$ cat src/kcg_pkg.sv
// Package for the k-combination generator.
// Holds beat payload types, operation codes, register indexes, state and cell control types.
// No dependencies.
package kcg_pkg;

   localparam int KCG_MAX_LIST   = 64;
   localparam int KCG_MAX_CHOOSE = 16;

   localparam logic REG_LIST_LENGTH = 1'b0;
   localparam logic REG_SUBSET_SIZE = 1'b1;

   typedef enum logic [1:0] {
      OP_LOAD  = 2'd0,
      OP_START = 2'd1,
      OP_NEXT  = 2'd2,
      OP_NONE  = 2'd3
   } op_type;

   typedef enum logic [1:0] {
      ST_IDLE,
      ST_PLAN,
      ST_EMIT,
      ST_EXH
   } state_type;

   typedef struct packed {
      logic [1:0]         operation;
      logic [5:0]         load_index;
      logic signed [31:0] load_value;
   } req_type;

   typedef struct packed {
      logic [3:0]         position;
      logic [5:0]         item_index;
      logic signed [31:0] item_value;
      logic               last;
      logic               exhausted;
   } rsp_type;

   typedef struct packed {
      logic init;
      logic plan;
      logic shift;
   } cell_ctl_type;

endpackage

$ cat src/k_combination_generator.sv
// Top level of the k-combination generator: APB register port, element store, row of index
// cells, control sequencer and a two-beat result buffer.
// Depends on kcg_pkg, kcg_ram and kcg_cell.
//
// A start emits subset_size result beats, one result beat per cycle while the result port
// takes them; a next first passes through a planning step in the cell row. Each beat passes
// the registered store read and then the result buffer on its way to the result port, and a
// stalled result port holds the issue. The rate is set by the row of index cells, which
// rotates by one slot per emitted beat, and by the single read port of the element store. A
// next with no subset left, or a start whose subset size is zero, above list_length or above
// MAX_CHOOSE, returns one exhausted beat. Exhaustion holds until the next valid start.
// Reading an element never loaded gives an undefined value.
module k_combination_generator
   import kcg_pkg::*;
#(
   parameter int MAX_LIST   = KCG_MAX_LIST,
   parameter int MAX_CHOOSE = KCG_MAX_CHOOSE
) (
   input  logic        clock,
   input  logic        reset,
   input  logic        req_valid,
   output logic        req_ready,
   input  req_type     req_data,
   output logic        rsp_valid,
   input  logic        rsp_ready,
   output rsp_type     rsp_data,
   input  logic        psel,
   input  logic        penable,
   input  logic        pwrite,
   input  logic [2:0]  paddr,
   input  logic [31:0] pwdata,
   output logic [31:0] prdata,
   output logic        pready
);

   localparam int IDX_W = $clog2(MAX_LIST);
   localparam int NW    = $clog2(MAX_LIST + 1);
   localparam int KW    = $clog2(MAX_CHOOSE + 1);
   localparam int CW    = $clog2(MAX_LIST + MAX_CHOOSE + 1);
   localparam int PW    = KW > 4 ? KW : 4;
   localparam int XW    = IDX_W > 6 ? IDX_W : 6;

   logic [6:0]       list_length_ff;
   logic [4:0]       subset_size_ff;
   logic             csr_wr;

   state_type        state_ff, state_in;
   logic             done_ff;
   logic [KW-1:0]    run_k_ff;
   logic [NW-1:0]    base_ff;
   logic [KW-1:0]    pos_ff;
   logic             after_ff;
   logic [IDX_W-1:0] prev_ff;

   logic             req_acc;
   op_type           op;
   logic [NW-1:0]    n_clamp;
   logic             start_bad;
   logic             found;
   logic             issue_ok;
   logic             issue_exh;
   logic             last_slot;
   logic [IDX_W-1:0] head_new;
   cell_ctl_type     ctl;

   logic [IDX_W-1:0] idx_w  [MAX_CHOOSE];
   logic             mark_w [MAX_CHOOSE];
   logic             can_w  [MAX_CHOOSE];
   logic [MAX_CHOOSE-1:0] mark_vec;

   logic             ram_we;
   logic [IDX_W-1:0] ram_waddr;
   logic [XW-1:0]    load_index_wide;
   logic [31:0]      ram_rdata;

   logic             infl_valid_ff;
   rsp_type          infl_meta_ff, issue_meta;
   logic [PW-1:0]    pos_wide;
   logic [XW-1:0]    head_wide;

   rsp_type          ent_ff [2];
   logic             wr_ptr_ff, rd_ptr_ff;
   logic [1:0]       cnt_ff;
   logic             pop;
   rsp_type          push_beat;

   // Register port
   assign pready = 1'b1;
   assign csr_wr = psel && penable && pwrite;

   always_ff @(posedge clock) begin
      if (reset) begin
         list_length_ff <= '0;
         subset_size_ff <= '0;
      end else if (csr_wr) begin
         if (paddr[2] == REG_LIST_LENGTH) begin
            list_length_ff <= pwdata[6:0];
         end else begin
            subset_size_ff <= pwdata[4:0];
         end
      end
   end

   always_comb begin
      unique case (paddr[2])
         REG_LIST_LENGTH: prdata = 32'(list_length_ff);
         REG_SUBSET_SIZE: prdata = 32'(subset_size_ff);
         default:         prdata = '0;
      endcase
   end

   // Start checks
   always_comb begin
      op        = op_type'(req_data.operation);
      req_acc   = req_valid && req_ready;
      n_clamp   = (int'(list_length_ff) > MAX_LIST) ? NW'(MAX_LIST) : NW'(list_length_ff);
      start_bad = (subset_size_ff == '0) || (int'(subset_size_ff) > int'(n_clamp))
                  || (int'(subset_size_ff) > MAX_CHOOSE);
   end

   // Cell row
   always_comb begin
      ctl.init  = req_acc && (op == OP_START) && !start_bad;
      ctl.plan  = state_ff == ST_PLAN;
      ctl.shift = (state_ff == ST_EMIT) && issue_ok;
      found     = can_w[0];
      priority if (mark_w[0]) begin
         head_new = idx_w[0] + IDX_W'(1);
      end else if (after_ff) begin
         head_new = prev_ff + IDX_W'(1);
      end else begin
         head_new = idx_w[0];
      end
   end

   for (genvar s = 0; s < MAX_CHOOSE; s++) begin : g_cell
      logic [IDX_W-1:0] nb_idx;
      logic             nb_mark;
      logic             nb_can;

      if (s < MAX_CHOOSE - 1) begin : g_inner
         assign nb_idx  = idx_w[s+1];
         assign nb_mark = mark_w[s+1];
         assign nb_can  = can_w[s+1];
      end else begin : g_end
         assign nb_idx  = head_new;
         assign nb_mark = 1'b0;
         assign nb_can  = 1'b0;
      end

      kcg_cell #(
         .IDX_W (IDX_W),
         .KW    (KW),
         .NW    (NW),
         .CW    (CW),
         .SLOT  (s)
      ) u_cell (
         .clock     (clock),
         .reset     (reset),
         .ctl       (ctl),
         .run_k     (run_k_ff),
         .base      (base_ff),
         .next_idx  (nb_idx),
         .next_mark (nb_mark),
         .next_can  (nb_can),
         .fb_idx    (head_new),
         .idx       (idx_w[s]),
         .mark      (mark_w[s]),
         .can       (can_w[s])
      );

      assign mark_vec[s] = mark_w[s];
   end

   // Sequencer
   always_comb begin
      state_in = state_ff;
      unique case (state_ff)
         ST_IDLE: begin
            if (req_acc && (op == OP_START)) begin
               state_in = start_bad ? ST_EXH : ST_EMIT;
            end else if (req_acc && (op == OP_NEXT)) begin
               state_in = done_ff ? ST_EXH : ST_PLAN;
            end
         end
         ST_PLAN: state_in = found ? ST_EMIT : ST_EXH;
         ST_EMIT: begin
            if (issue_ok && last_slot) begin
               state_in = ST_IDLE;
            end
         end
         ST_EXH: begin
            if (issue_ok) begin
               state_in = ST_IDLE;
            end
         end
         default: state_in = ST_IDLE;
      endcase
   end

   always_comb begin
      req_ready = state_ff == ST_IDLE;
      issue_exh = (state_ff == ST_EXH) && issue_ok;
      last_slot = (KW + 1)'(pos_ff) + (KW + 1)'(1) == (KW + 1)'(run_k_ff);
      pos_wide  = PW'(pos_ff);
      head_wide = XW'(head_new);
      issue_meta = '0;
      if (issue_exh) begin
         issue_meta.exhausted = 1'b1;
      end else begin
         issue_meta.position   = pos_wide[3:0];
         issue_meta.item_index = head_wide[5:0];
         issue_meta.last       = last_slot;
      end
   end

   always_ff @(posedge clock) begin
      if (reset) begin
         state_ff <= ST_IDLE;
         done_ff  <= 1'b1;
         run_k_ff <= '0;
         base_ff  <= '0;
         pos_ff   <= '0;
         after_ff <= 1'b0;
      end else begin
         state_ff <= state_in;
         if (req_acc && (op == OP_START)) begin
            done_ff  <= start_bad;
            run_k_ff <= start_bad ? '0 : KW'(subset_size_ff);
            base_ff  <= start_bad ? '0 : n_clamp - NW'(subset_size_ff);
         end else if (ctl.plan && !found) begin
            done_ff <= 1'b1;
         end
         if (ctl.init || ctl.plan) begin
            pos_ff   <= '0;
            after_ff <= 1'b0;
         end else if (ctl.shift) begin
            pos_ff   <= pos_ff + KW'(1);
            after_ff <= after_ff || mark_w[0];
         end
      end
   end

   always_ff @(posedge clock) begin
      if (ctl.shift) begin
         prev_ff <= head_new;
      end
   end

   // Element store
   always_comb begin
      load_index_wide = XW'(req_data.load_index);
      ram_waddr       = load_index_wide[IDX_W-1:0];
      ram_we          = req_acc && (op == OP_LOAD) && (int'(req_data.load_index) < MAX_LIST);
   end

   kcg_ram #(
      .WIDTH (32),
      .DEPTH (MAX_LIST)
   ) u_store (
      .clock   (clock),
      .wr_en   (ram_we),
      .wr_addr (ram_waddr),
      .wr_data (req_data.load_value),
      .rd_addr (head_new),
      .rd_data (ram_rdata)
   );

   // Read in flight and result buffer
   always_comb begin
      pop       = rsp_valid && rsp_ready;
      issue_ok  = (3'(cnt_ff) + 3'(infl_valid_ff)) < (3'd2 + 3'(pop));
      push_beat = infl_meta_ff;
      push_beat.item_value = infl_meta_ff.exhausted ? '0 : ram_rdata;
   end

   always_ff @(posedge clock) begin
      if (reset) begin
         infl_valid_ff <= 1'b0;
         wr_ptr_ff     <= 1'b0;
         rd_ptr_ff     <= 1'b0;
         cnt_ff        <= '0;
      end else begin
         infl_valid_ff <= ctl.shift || issue_exh;
         if (infl_valid_ff) begin
            wr_ptr_ff <= !wr_ptr_ff;
         end
         if (pop) begin
            rd_ptr_ff <= !rd_ptr_ff;
         end
         cnt_ff <= cnt_ff + 2'(infl_valid_ff) - 2'(pop);
      end
   end

   always_ff @(posedge clock) begin
      if (ctl.shift || issue_exh) begin
         infl_meta_ff <= issue_meta;
      end
      if (infl_valid_ff) begin
         ent_ff[wr_ptr_ff] <= push_beat;
      end
   end

   assign rsp_valid = cnt_ff != '0;
   assign rsp_data  = ent_ff[rd_ptr_ff];

   // Checks
   a_exh_clean: assert property (@(posedge clock) disable iff (reset)
      rsp_valid && rsp_data.exhausted |->
         rsp_data.position == '0 && rsp_data.item_index == '0
         && rsp_data.item_value == '0 && !rsp_data.last)
      else $error("exhausted beat carries nonzero fields");

   a_no_overrun: assert property (@(posedge clock) disable iff (reset)
      (3'(cnt_ff) + 3'(infl_valid_ff)) <= 3'd2)
      else $error("result buffer overrun");

   a_one_pivot: assert property (@(posedge clock) disable iff (reset)
      $onehot0(mark_vec))
      else $error("more than one pivot mark in the cell row");

   a_start_path: assert property (@(posedge clock) disable iff (reset)
      req_acc && (op == OP_START) |=> state_ff == ST_EMIT || state_ff == ST_EXH)
      else $error("start did not lead to emission");

   a_plan_done: assert property (@(posedge clock) disable iff (reset)
      state_ff == ST_PLAN && !found |=> done_ff && state_ff == ST_EXH)
      else $error("exhaustion not recorded after planning");

endmodule

$ cat src/kcg_ram.sv
// Generic single-write, single-read RAM with registered read data.
// No dependencies.
module kcg_ram #(
   parameter int WIDTH = 32,
   parameter int DEPTH = 64
) (
   input  logic                     clock,
   input  logic                     wr_en,
   input  logic [$clog2(DEPTH)-1:0] wr_addr,
   input  logic [WIDTH-1:0]         wr_data,
   input  logic [$clog2(DEPTH)-1:0] rd_addr,
   output logic [WIDTH-1:0]         rd_data
);

   logic [WIDTH-1:0] mem_ff [DEPTH];
   logic [WIDTH-1:0] rd_data_ff;

   always_ff @(posedge clock) begin
      if (wr_en) begin
         mem_ff[wr_addr] <= wr_data;
      end
      rd_data_ff <= mem_ff[rd_addr];
   end

   assign rd_data = rd_data_ff;

endmodule

$ cat src/kcg_cell.sv
// One slot of the chosen-index row: holds an index and a pivot mark.
// Depends on kcg_pkg for the cell control type.
module kcg_cell
   import kcg_pkg::*;
#(
   parameter int IDX_W = 6,
   parameter int KW    = 5,
   parameter int NW    = 7,
   parameter int CW    = 7,
   parameter int SLOT  = 0
) (
   input  logic             clock,
   input  logic             reset,
   input  cell_ctl_type     ctl,
   input  logic [KW-1:0]    run_k,
   input  logic [NW-1:0]    base,
   input  logic [IDX_W-1:0] next_idx,
   input  logic             next_mark,
   input  logic             next_can,
   input  logic [IDX_W-1:0] fb_idx,
   output logic [IDX_W-1:0] idx,
   output logic             mark,
   output logic             can
);

   logic [IDX_W-1:0] idx_ff, idx_in;
   logic             mark_ff, mark_in;
   logic             active;
   logic             tail;

   always_comb begin
      active = int'(run_k) > SLOT;
      tail   = int'(run_k) == SLOT + 1;
      can    = active && (CW'(idx_ff) < (CW'(base) + CW'(SLOT)));
   end

   always_comb begin
      idx_in  = idx_ff;
      mark_in = mark_ff;
      priority if (ctl.init) begin
         idx_in  = IDX_W'(SLOT);
         mark_in = 1'b0;
      end else if (ctl.plan) begin
         mark_in = can && (tail || !next_can);
      end else if (ctl.shift) begin
         idx_in  = tail ? fb_idx : next_idx;
         mark_in = tail ? 1'b0 : next_mark;
      end
   end

   always_ff @(posedge clock) begin
      if (reset) begin
         idx_ff  <= '0;
         mark_ff <= 1'b0;
      end else begin
         idx_ff  <= idx_in;
         mark_ff <= mark_in;
      end
   end

   assign idx  = idx_ff;
   assign mark = mark_ff;

endmodule

$ cat config.mk
export PLATFORM = sky130hd
export DESIGN_NAME = k_combination_generator
export DESIGN_NICKNAME = d
export VERILOG_FILES = /design/src/kcg_pkg.sv /design/src/k_combination_generator.sv /design/src/kcg_ram.sv /design/src/kcg_cell.sv
export SDC_FILE = /design/constraint.sdc
export NUM_CORES = 2
export LEC_CHECK = 0
export ABC_AREA = 1
export BUFFER_PORTS_ARGS = -buffer_cell sky130_fd_sc_hd__buf_2
export CAP_MARGIN = 20
export CORE_MARGIN = 2
export CORE_UTILIZATION = 45
export CTS_CLUSTER_DIAMETER = 150
export DETAILED_ROUTE_END_ITERATION = 12
export HOLD_SLACK_MARGIN = 0.15
export PLACE_DENSITY = 0.7
export SYNTH_ARGS = -nofsm -noshare
export SYNTH_HDL_FRONTEND = slang
export SYNTH_SLANG_ARGS = --single-unit
$ cat constraint.sdc
create_clock -name clock -period 5.4 [get_ports clock]
set_input_delay 1.08 -clock clock [delete_from_list [all_inputs] [get_ports clock]]
set_output_delay 1.08 -clock clock [all_outputs]
set_load 0.05 [all_outputs]
; ---- Word level (Yosys, flattened, before mapping)
; Memory sizes are Yosys's and may differ from the RTL's. A register that Yosys moved wholly into a read port is not among the register bits.
; Cells that the tools add are included.
[classes]
n_addsub = 24
n_lt_le_gt_ge = 36
n_eq_ne = 25
n_mux = 131
bitwise = 2
reduce_logical = 96
[ops]
columns = cell, count
row1 = $lt A6 B7 Y1, 16
row2 = $mux W6, 17
row3 = $mux W4, 24
row4 = $pmux W32 S2, 1
row5 = $mux W1, 61
row6 = $add A7 B4 Y7 const B, 8
row7 = $logic_and A1 B1 Y1, 43
row8 = $eq A5 B5 Y1 const B, 8
row9 = $gt A5 B4 Y1 const B, 8
row10 = $mux W3, 12
row11 = $mux W32, 1
row12 = $add A7 B3 Y7 const B, 4
row13 = $mux W2, 11
row14 = $eq A5 B4 Y1 const B, 4
row15 = $gt A5 B3 Y1 const B, 4
row16 = $logic_or A1 B1 Y1, 20
row17 = $logic_not A1 Y1, 19
row18 = $add A7 B2 Y7 const B, 2
row19 = $mux W7, 2
row20 = $add A6 B1 Y6 const B, 2
row21 = $eq A5 B3 Y1 const B, 2
row22 = $gt A5 B1 Y1 const B, 2
row23 = $gt A5 B2 Y1 const B, 2
row24 = $pmux W2 S4, 1
row25 = 27 further kinds, 40
[word_totals]
reg_bits = 168
ram_bits = 2136
inputBits = 82
word_cells = 380
n_memories = 2
[mem_list]
columns = name, depth, width, rd, rd_ports_with_merged_regs, wr, line
row1 = u_store.mem_ff, 64, 32, 1, 1, 1, kcg_ram.sv:15  ; logic [WIDTH-1:0] mem_ff [DEPTH];
row2 = ent_ff, 2, 44, 1, 1, 1, k_combination_generator.sv:81  ; rsp_type ent_ff [2];

; ---- Depth between registers and ports, before layout
[depth]
ltp_word = 9
depth_mapped = 16

; ---- By module
; Synthesis repeated with hierarchy kept, for this count alone.
[hier_totals]
cells_unflattened = 8869
hier_area_um2 = 99091.3
[modules_own_cells]
columns = module, n_inst, cells_per_inst, area_per_inst_um2, seq_area_each_um2
row1 = kcg_ram, 1, 6769, 82738.1, 62139.6
row2 = k_combination_generator, 1, 647, 6705.2, 3963.8
row3 = kcg_cell at g_cell[1].u_cell, 1, 99, 654.4, 140.1
row4 = kcg_cell at g_cell[3].u_cell, 1, 95, 648.1, 140.1
row5 = kcg_cell at g_cell[2].u_cell, 1, 95, 645.6, 140.1
row6 = kcg_cell at g_cell[13].u_cell, 1, 96, 630.6, 140.1
row7 = kcg_cell at g_cell[15].u_cell, 1, 90, 615.6, 140.1
row8 = kcg_cell at g_cell[7].u_cell, 1, 88, 614.3, 140.1
row9 = kcg_cell at g_cell[11].u_cell, 1, 90, 606.8, 140.1
row10 = kcg_cell at g_cell[4].u_cell, 1, 94, 598.1, 140.1
row11 = kcg_cell at g_cell[10].u_cell, 1, 89, 595.6, 140.1
row12 = kcg_cell at g_cell[9].u_cell, 1, 91, 595.6, 140.1
row13 = kcg_cell at g_cell[6].u_cell, 1, 88, 589.3, 140.1
row14 = kcg_cell at g_cell[5].u_cell, 1, 90, 584.3, 140.1
row15 = +4 rows, n/a, n/a, n/a, n/a

; ---- Worst setup path after synthesis
; No wires, ideal clock.
[synth_path]
path_type = input to register
start = in req_data[39] in the netlist's numbering
end = mem u_store.mem_ff[0][0], enable pin
setup_ns = 0.421
t_arrival_ns = 3.200
required_time_ns = 4.979
slack_ns = 1.779
cell_stages = 5
n_path_buf = 0
cell_sequence = nor4_1 inv_1 nor2_1 nand3_1 nor2_1
[synth_between]
elab_chain_cells = 4
[synth_lines]
columns = element, line
row1 = "start, declared", k_combination_generator.sv:23  ; input req_type req_data,
row2 = $logic_not A2 Y1, k_combination_generator.sv:254  ; ram_we = req_acc && (op == OP_LOAD) && (int'(req_data.load_index) < MAX_LIST);
row3 = $logic_and A1 B1 Y1, k_combination_generator.sv:254
row4 = $mux W1, kcg_ram.sv:19  ; if (wr_en) begin
row5 = $mux W1 (not written as such), kcg_ram.sv:20  ; mem_ff[wr_addr] <= wr_data;
row6 = "end, declared", kcg_ram.sv:15
; Every way passes these cells.

; ---- Worst setup path after layout
[layout_path]
start = reg g_cell[0].u_cell.mark_ff
end = reg u_store.rd_data_ff[7] (netlist: u_store.rd_data[7]) (read register of u_store.mem_ff)
[layout_between]
elab_chain_cells = 1
[layout_lines]
columns = element, line
row1 = "start, declared", kcg_cell.sv:27  ; logic mark_ff, mark_in;
row2 = "start signal, assigned", kcg_cell.sv:57  ; mark_ff <= mark_in;
row3 = $mux W6, k_combination_generator.sv:127  ; priority if (mark_w[0]) begin
row4 = "end, declared", kcg_ram.sv:16  ; logic [WIDTH-1:0] rd_data_ff;
; Every way passes these cells.
; A chain may end at the register's enable or synchronous reset.

==> results_dict.tcl <==
set metrics [dict create \
    grt_pass1_vias 70570 \
    syn_inst 9864 \
    setup_viol 0 \
    synth_top_area_share_pct 61.61 \
    crit_top_cell "nand3_1" \
    portBuffers 107 \
    fp-row-count 177 \
    cpPeakStageDelay_ns 0.73 \
    routed_wl_mm 297.0 \
    maxCapViolCount 0 \
    routed_via_density 5.660 \
    synth.cell_area_um2 105000 \
    dieArea_um2 237200 \
    grt_pass1_wl_mm 440.8 \
    wl_met3_mm 31.98 \
    rsz0062_at_grt "false" \
    ir_drop_v 0.0004477 \
    worst-path-max-fanout 127 \
    p_clk_share_pct 28.9 \
    hold_viol 0 \
    clk_latency_ns 0.88 \
    min_period_ns 4.211 \
    wl_met2_mm 133.1 \
    synth_common_cells "nand3_1 (2,187), edfxtp_1 (2,154), nand2_1 (1,707)" \
    combPwrFrac_pct 33.0 \
    yosys.area.top_type "edfxtp_1" \
    grt_remaining_overflow 0 \
    synth.avg_cell_area_um2 10.64 \
    drive_gt1_share_pct 7.719 \
    leakagePower_nw 45.37 \
    antenna_left 0 \
    clk_path_buf_depth 3 \
    vias 73660 \
    endpoint_kind "flop" \
    path_cells "nand2_8, nand2_8, buf_12, buf_4, nand2_1, nand3_1, nand3_1, nand3_1, nand3_1, nand3_1, nand2_1" \
    powerDensity_nw_per_um2 469.9 \
    synthArstFlopShare_pct 0 \
    drc_errors 0 \
    die_w_um 487 \
    p_int_w 0.03394 \
    synth_edf_count 2154 \
    cts_inserted_buffers 223 \
    track_usage_pct 24.58 \
    first_pass_iters 8 \
    switching_share_pct 37.87 \
    clock_sinks 2337 \
    arrival_ns 4.88 \
    fin_skew_ns 0.06729 \
    relSlewSlack_pct 24.87 \
    period_share_pct 77.99 \
    clock-root-buffer "clkbuf_16" \
    drt-initial-drc-count 9291 \
    pin_count 161 \
    antenna_found_initial 11 \
    ys_warn_count 0 \
    postCtsSetupBuffers 0 \
    worstSetupStartpointType "flop" \
    seq_power_share_pct 38.1 \
    synthFlopType "edfxtp_1" \
    die_h_um 487 \
    final_max_slew_viol_count 0 \
    area_delta_synth_final_pct 10.74 \
    synth_most_common_cell "nand3_1" \
    cp_slowest_cell "dfxtp_1" \
    finalPower_w 0.05463 \
    timing.setup.tns_ns 0 \
    ys_seq_elements 2337 \
    hpwlAfterDp_mm 162.0 \
    tightest_slew_ns 1.127 \
    post_drt_wl_per_cell_um 22.82 \
    top_layer "met5" \
    cts_hold_buf 0 \
    status "finished clean" \
    synth.area.top_cells "edfxtp_1 (62%), nand3_1 (10%), nand2_1 (6.1%), inv_1 (5.1%), nand3b_1 (5.0%)" \
    power_switching_w 0.02069 \
    core_um2 232300 \
    met1Wirelength_mm 116.8 \
    synth_seq_area_share_pct 65.10 \
    grt_max_degree 190 \
    start_util_pct 45.19 \
    hold_class "reg -> reg" \
    clk_pin_slew_worst_paths_ns 0.06 \
    crit_type "reg -> reg" \
    cts_htree_levels 4 \
    cts_tree "built" \
    synthDistinctLibCells 41 \
    routabilityCongestion 0.8994 \
    nNetsFinal 9962 \
    post_cts_resized 0 \
    required_ns 6.07 \
    max_clock_freq_mhz 237.5 \
]
critical path, delay by kind of cell (launching register included):
family	cells	cell delay, ns
buffers and inverters	2	1.02
and+or+nand+nor	9	1.97
DFF	1	0.73
metal layers:
metal,GRT usage [%],vias up
met2,38.13,3939
met3,4.888,615
li1,-,33370
met5,0,-
met4,11.55,2
met1,33.27,35740
stage by stage:
| stage | util (%) | instances | worst slack, ns | hold slack (ns) | instance area [um2] |
|---|---|---|---|---|---|
| 3_5_place_dp | 46.87 | 12590 | 1.039 | 0.4343 | 108900 |
| 6_report | 50.04 | 13020 | 1.189 | 0.4498 | 116300 |
| 4_1_cts | 50.03 | 13010 | 1.292 | 0.4452 | 116200 |
| 2_1_floorplan | - | 9888 | 1.779 | 0.4215 | 105100 |
| 3_3_place_gp | 46.84 | 12590 | 1.123 | 0.4254 | 108800 |
| 5_1_grt | 50.04 | 13010 | 0.9527 | 0.4613 | 116200 |
cells by family after synthesis:
family / after synthesis / share of synthesized area (%)
buffers and inverters: 2074 / 8.056
adder cells (fa/ha/maj): 108 / 1.294
multiplexers: 44 / 0.4720
AND/OR/NAND/NOR: 4840 / 22.53
flip-flops: 2337 / 65.10
other: 2 / 0.007154
AO/OA/AOI/OAI: 404 / 2.081
XOR/XNOR: 55 / 0.4589
power groups by stage:
stage               sequential (W)  clock [W]  combinational, W
floorplan                   0.0209          0            0.0115
global placement            0.0212          0            0.0172
detailed placement          0.0212          0            0.0175
CTS                         0.0208     0.0159            0.0176
global route                0.0208     0.0166            0.0194
finish                      0.0208     0.0158            0.0180
state kept, by name, indices dropped and copies added (netlist names), named ones only:
register and count:
after_ff 1, base_ff 7, cnt_ff 2, done_ff 1, ent_ff 88, g_cell.u_cell.idx 96
g_cell.u_cell.mark 16, infl_meta_ff 12, infl_valid_ff 1, list_length_ff 7, pos_ff 5, prev_ff 6
rd_ptr_ff 1, run_k_ff 5, state_ff 2, subset_size_ff 5, u_store.mem_ff 2048, u_store.rd_data 32
wr_ptr_ff 1
placed cells by master, fill, tap and decap left out, types with 138 or more instances in the layout:
cell and count:
a21oi_1 186, inv_1 1412, nand2_1 1703, nor2_1 138
buf_4 165, dfxtp_1 182, nand3_1 2187, edfxtp_1 2154
nand3b_1 706, o21ai_0 141, clkbuf_16 227
layout make-up:
cell class / count / area [um2]
inverter: 1424 / 5364
antenna: 9 / 22.52
sequential: 2337 / 68350
fill: 19780 / 116100
tap: 3043 / 3807
clock inverter: 126 / 1297
clock buffer: 290 / 6031
timing repair buffer: 309 / 2537
multi-input combinational: 5477 / 28850
final timing paths:
check                                                   startpoint                         end  slack, ns  cells past startpoint
worst min-delay path                infl_meta_ff[36]$_SDFFCE_PP0P_     ent_ff[1][36]$_DFFE_PP_       0.45                      0
worst max-delay path            g_cell[0].u_cell.mark$_SDFFE_PP0P_  u_store.rd_data[7]$_DFF_P_       1.19                     11
worst min register to register      infl_meta_ff[36]$_SDFFCE_PP0P_     ent_ff[1][36]$_DFFE_PP_       0.45                      0
worst max register to register  g_cell[0].u_cell.mark$_SDFFE_PP0P_  u_store.rd_data[7]$_DFF_P_       1.19                     11
No activity file was read; power rests on OpenSTA's default activity.
